===== config.mk =====
export PLATFORM = sky130hd
export DESIGN_NAME = oaht_ctrl
export DESIGN_NICKNAME = d
export VERILOG_FILES = /design/src/rtl/oaht_pkg.sv /design/src/rtl/oaht_ctrl.sv
export SDC_FILE = /design/constraint.sdc
export NUM_CORES = 1
export LEC_CHECK = 0
export BUFFER_PORTS_ARGS = -buffer_cell sky130_fd_sc_hd__clkbuf_2
export CAP_MARGIN = 20
export CORE_AREA = 3 3 40 42
export DETAILED_ROUTE_END_ITERATION = 10
export DIE_AREA = 0 0 43 45
export HOLD_SLACK_MARGIN = 0.03
export SYNTH_ARGS = -nofsm -noshare
export SYNTH_HDL_FRONTEND = slang
export SYNTH_SLANG_ARGS = --single-unit

===== constraint.sdc =====
create_clock -name clk -period 1.35 [get_ports clk]
set_clock_uncertainty 0.2 [all_clocks]
set_input_delay 0.27 -clock clk [delete_from_list [all_inputs] [get_ports clk]]
set_output_delay 0.27 -clock clk [all_outputs]
set_load 0.05 [all_outputs]

===== src/rtl/oaht_pkg.sv =====
// Shared types and constants for the open addressing hash table.
`default_nettype none
package oaht_pkg;
	localparam logic [31:0] FNV_BASIS = 32'h811C9DC5;
	localparam logic [31:0] FNV_MUL = 32'h01000193;

	localparam logic [1:0] KIND_LOOKUP = 2'd0;
	localparam logic [1:0] KIND_INSERT = 2'd1;
	localparam logic [1:0] KIND_REMOVE = 2'd2;
	localparam logic [1:0] KIND_NONE = 2'd3;

	localparam logic [2:0] ST_HIT = 3'd0;
	localparam logic [2:0] ST_NEW = 3'd1;
	localparam logic [2:0] ST_NOT_FOUND = 3'd2;
	localparam logic [2:0] ST_ZERO = 3'd3;
	localparam logic [2:0] ST_FULL = 3'd4;

	localparam logic [1:0] TAG_EMPTY = 2'd0;
	localparam logic [1:0] TAG_USED = 2'd1;
	localparam logic [1:0] TAG_TOMB = 2'd2;

	typedef enum logic [3:0] {
		S_CLEAR, S_IDLE, S_HASH, S_HMUL, S_RD, S_WAIT, S_CHK, S_WR, S_DONE
	} state_t;

	// controller to datapath
	typedef struct packed {
		logic load;
		logic hash_xor;
		logic hash_mul;
		logic probe_init;
		logic rd;
		logic probe_next;
		logic clr_next;
		logic commit;
		logic report;
	} cmd_t;

	// datapath to controller
	typedef struct packed {
		logic clr_last;
		logic hash_last;
		logic is_zero;
		logic is_bad;
		logic found;
		logic probe_last;
	} sts_t;
endpackage
`default_nettype wire


===== src/rtl/oaht_ctrl.sv =====
// Controller state machine: clearing pass, hashing, probing and write back.
`default_nettype none
module oaht_ctrl (
	input wire logic clk,
	input wire logic arst_n,
	input wire logic start,
	input wire oaht_pkg::sts_t sts,
	output logic busy,
	output oaht_pkg::cmd_t cmd
);
	import oaht_pkg::*;

	state_t state_q, nxt;

	always_ff @(posedge clk or negedge arst_n) begin
		if (!arst_n) state_q <= S_CLEAR;
		else state_q <= nxt;
	end

	always_comb begin
		nxt = state_q;
		unique case (state_q)
			S_CLEAR: if (sts.clr_last) nxt = S_IDLE;
			S_IDLE: if (start) nxt = S_HASH;
			S_HASH: begin
				if (sts.is_zero || sts.is_bad) nxt = S_DONE;
				else if (sts.hash_last) nxt = S_RD;
				else nxt = S_HMUL;
			end
			S_HMUL: nxt = S_HASH;
			S_RD: nxt = S_WAIT;
			S_WAIT: nxt = S_CHK;
			S_CHK: begin
				if (sts.found || sts.probe_last) nxt = S_WR;
				else nxt = S_RD;
			end
			S_WR: nxt = S_DONE;
			S_DONE: nxt = S_IDLE;
			default: nxt = S_IDLE;
		endcase
	end

	always_comb begin
		cmd = '0;
		busy = 1'b1;
		unique case (state_q)
			S_CLEAR: cmd.clr_next = 1'b1;
			S_IDLE: begin
				busy = 1'b0;
				cmd.load = start;
			end
			S_HASH: begin
				cmd.hash_xor = 1'b1;
				cmd.probe_init = sts.hash_last;
			end
			S_HMUL: cmd.hash_mul = 1'b1;
			S_RD: cmd.rd = 1'b1;
			S_WAIT: ;
			S_CHK: cmd.probe_next = !(sts.found || sts.probe_last);
			S_WR: cmd.commit = 1'b1;
			S_DONE: cmd.report = 1'b1;
			default: ;
		endcase
	end
endmodule
`default_nettype wire


==> results by group <==
Final layout
  • Max FFs per register: 4
  • P&R area growth vs syn: 156%
  • Antenna diodes: 0
  • Top flop regs: state_q: 4 flops
  • Post-layout util: 0.661
  • Largest register by flop count: state_q
  • Most frequent cells in the layout: buf_4, clkbuf_2, buf_6, clkbuf_8
  • Filler cell count: a little over 100
  • Commonest non-fill, non-tap cell in the layout: buf_4
  • Final #Nets: just over 90
  • Fraction of layout cells with a size suffix above 1: 0.775

Placed design
  • Half-perimeter wire length after placement: roughly 810 um
  • Gpl congestion: around 0.75
  • IO buf count: 18
  • DP Worst Slack: -0.384 ns

STA
  • Final Critical Period: ~1.9 ns
  • Final period util: 1.38
  • Final number of max-transition violations: 0
  • Final Hold Vio Count: 0
  • RSZ-0062 raised after global routing: true
  • Slew headroom: 0.701
  • Setup_tns: -4.99 ns
  • Fmax: about 0.54 GHz
  • Setup ws final: -0.511 ns
  • Worst Tran Pin Value: 0.445 ns
  • Endpoints failing setup: 13

Global route
  • First-pass GRT wire length: between 2 and 2.5 mm
  • Grt ovf: 0
  • Initial antenna violation count: 0
  • Vias in the first global route: 534
  • Pin count of the biggest net entering global routing: 9
  • Gr usage total: 0.165

Routing
  • M1 WL: 531 um
  • Met2 WL: between 800 and 900 um
  • Drt first pass iters: 4
  • Post-route DRC: 0
  • Wire per inst: 15.3 um
  • Initial DRC count: 5
  • Top layer in use: met4
  • Met3 wire len: between 50 and 60 um
  • Drt total wl: ~1.5 mm
  • Via density: about 4.9
  • DRT antenna net count: 0
  • Via count: between 400 and 500

Clocking
  • Clock Tree Buf Depth: 2
  • Later-pin clock latency in the skew report: about 0.24 ns
  • Sink Count: 4
  • CTS root buf: clkbuf_4
  • TritonCTS clock tree: built
  • Worst-path clk slew: roughly 0.040 ns
  • H-tree levels: 1
  • Cts bufs inserted: 3

Pwr
  • Leakage: between 0.3 and 0.4 nW
  • Cell area power density: around 2500 mW/mm^2
  • Peak VDD IR: around 1500 uV

Logic synthesis
  • Xor/xnor share of the synthesized area: 0
  • Synthesis-stage register bit count: 4
  • Seq/Total Area, Yosys: 0.302
  • Synthesized instance count: 40
  • Simple-Gate Fraction of Synth Area: 0.355
  • YS warnings: 0
  • Synth Area in Compound Gates: 0.230
  • Syn_area_per_cell: roughly 8.3 um^2
  • Distinct cells, synth: 22
  • Post-Synthesis Net Count: 49
  • Mux contribution to synthesized area: 0
  • Mapped Area: about 330 um^2
  • Synth Area in Adders: 0
  • Main combinational cell family by area after synthesis: simple AND/OR/NAND/NOR gates

Worst setup path
  • FF-to-FF Start: state_q[3]$_DFFE_PN0P_
  • Worst setup path class: reg2out
  • R2R depth: 5
  • Startpoint Class: flop
  • Crit. Startpoint: state_q[3]$_DFFE_PN0P_
  • Max stage delay on crit path: between 0.4 and 0.5 ns
  • Cells along the critical path: buf_4, nor4_4, buf_12
  • Setup crit end: cmd[2]
  • CP Max Fanout: 7
  • R2R Setup Slk: -0.30 ns
  • Crit. End Element: primary output
  • Worst EP arrival: 1.39 ns
  • CP max-delay cell: dfrtp_2
  • Critical Path RT: 0.88 ns
  • Critical R2R Capture: state_q[1]$_DFFE_PN0P_

Outcome
  • Status: finished, violations left
  • Failing checks: negative setup slack

Floorplanning
  • Core area: approximately 0.0013 mm^2
  • Die Wd: 43 um
  • Initial core utilization: 0.258
  • Die Area: between 0.0015 and 0.002 mm^2
  • # IOs: 19
  • Row Count: 13
  • Vert. Die Dim: 45 um

Min path
  • Hold Path Class: in2reg

Flow run
  • Max-cap viol count: 0
==> how the worst min path moves through the flow <==
stage / cells past startpoint / from / to / slack [ns]
6_report: 3 / sts[5] / state_q[0]$_DFFE_PN0P_ / 0.08
2_1_floorplan: 0 / arst_n / state_q[0]$_DFFE_PN0P_ / -0.23
4_1_cts: 3 / sts[5] / state_q[0]$_DFFE_PN0P_ / 0.08
5_1_grt: 3 / sts[5] / state_q[0]$_DFFE_PN0P_ / 0.09
3_5_place_dp: 1 / arst_n / state_q[0]$_DFFE_PN0P_ / -0.12
3_3_place_gp: 1 / arst_n / state_q[1]$_DFFE_PN0P_ / -0.12
==> through the flow <==
stage	total power, mW	cell area, um^2	cells	hold WS (ns)
2_1_floorplan	1.08	400	40	-0.226
3_3_place_gp	1.48	602	82	-0.121
3_5_place_dp	1.50	602	82	-0.119
4_1_cts	2.08	825	94	0.0755
5_1_grt	2.25	850	95	0.0902
6_report	2.14	850	95	0.0849
==> cells in the mapped netlist <==
master / instances / area, um^2
a211oi_1: 2 / 15.0
a211oi_2: 1 / 12.5
a21oi_1: 1 / 5.00
a22oi_1: 1 / 7.51
a2bb2oi_2: 1 / 15.0
a31oi_1: 1 / 6.26
and2_1: 1 / 6.26
buf_2: 3 / 15.0
buf_6: 1 / 11.3
dfrtp_1: 4 / 100
inv_1: 3 / 11.3
nand2_1: 3 / 11.3
nand2b_1: 1 / 6.26
nand3_1: 1 / 5.00
nand4bb_1: 1 / 11.3
nor2_1: 5 / 18.8
nor3_1: 4 / 20.0
nor4_1: 1 / 6.26
nor4b_1: 1 / 8.76
nor4b_4: 1 / 23.8
o21ai_0: 1 / 5.00
o21ai_1: 2 / 10.0
==> kinds of logic after synthesis <==
family / after synthesis
flops: 4
simple gates: 19
buf+inv: 7
compound gates: 10
==> metal layers <==
| layer | GRT usage | vias up |
|---|---|---|
| met4 | 0.127 | 0 |
| met1 | 0.158 | 221 |
| met2 | 0.329 | 16 |
| li1 | - | 225 |
| met3 | 0.00398 | 2 |
| met5 | 0 | - |
==> where the power goes <==
part / switching [mW] / internal [mW] / leakage (nW)
logic: 0.830 / 0.850 / 0.316
registers: 0.133 / 0.182 / 0.0463
clock network: 0.0487 / 0.0994 / 0.0138
==> what timing repair did <==
item / CTS / global route
gates resized for setup: 32 / 3
hold endpoints to repair: 4 / 0
setup buffers: 8 / 1
hold buffers: 1 / 0
pin swaps: 2 / 2
endpoints found under the setup margin: 13 / 13
==> worst max-delay path, delay by kind of cell, from the launching register on <==
| kind | cells | cell delay (ns) |
|---|---|---|
| buffers and inverters | 2 | 0.34 |
| AND/OR/NAND/NOR | 1 | 0.35 |
| flip-flops | 1 | 0.46 |
==> final cells by class <==
cell class                      count  area [um^2]  area share
Timing Repair Buffer               41          394       0.464
Multi-Input combinational cell     29          298       0.351
Sequential cell                     4          105       0.124
Clock buffer                        3         22.5      0.0265
Tap cell                           15         18.8      0.0221
Inverter                            3         11.3      0.0133
(Power assumes the default switching activity.)
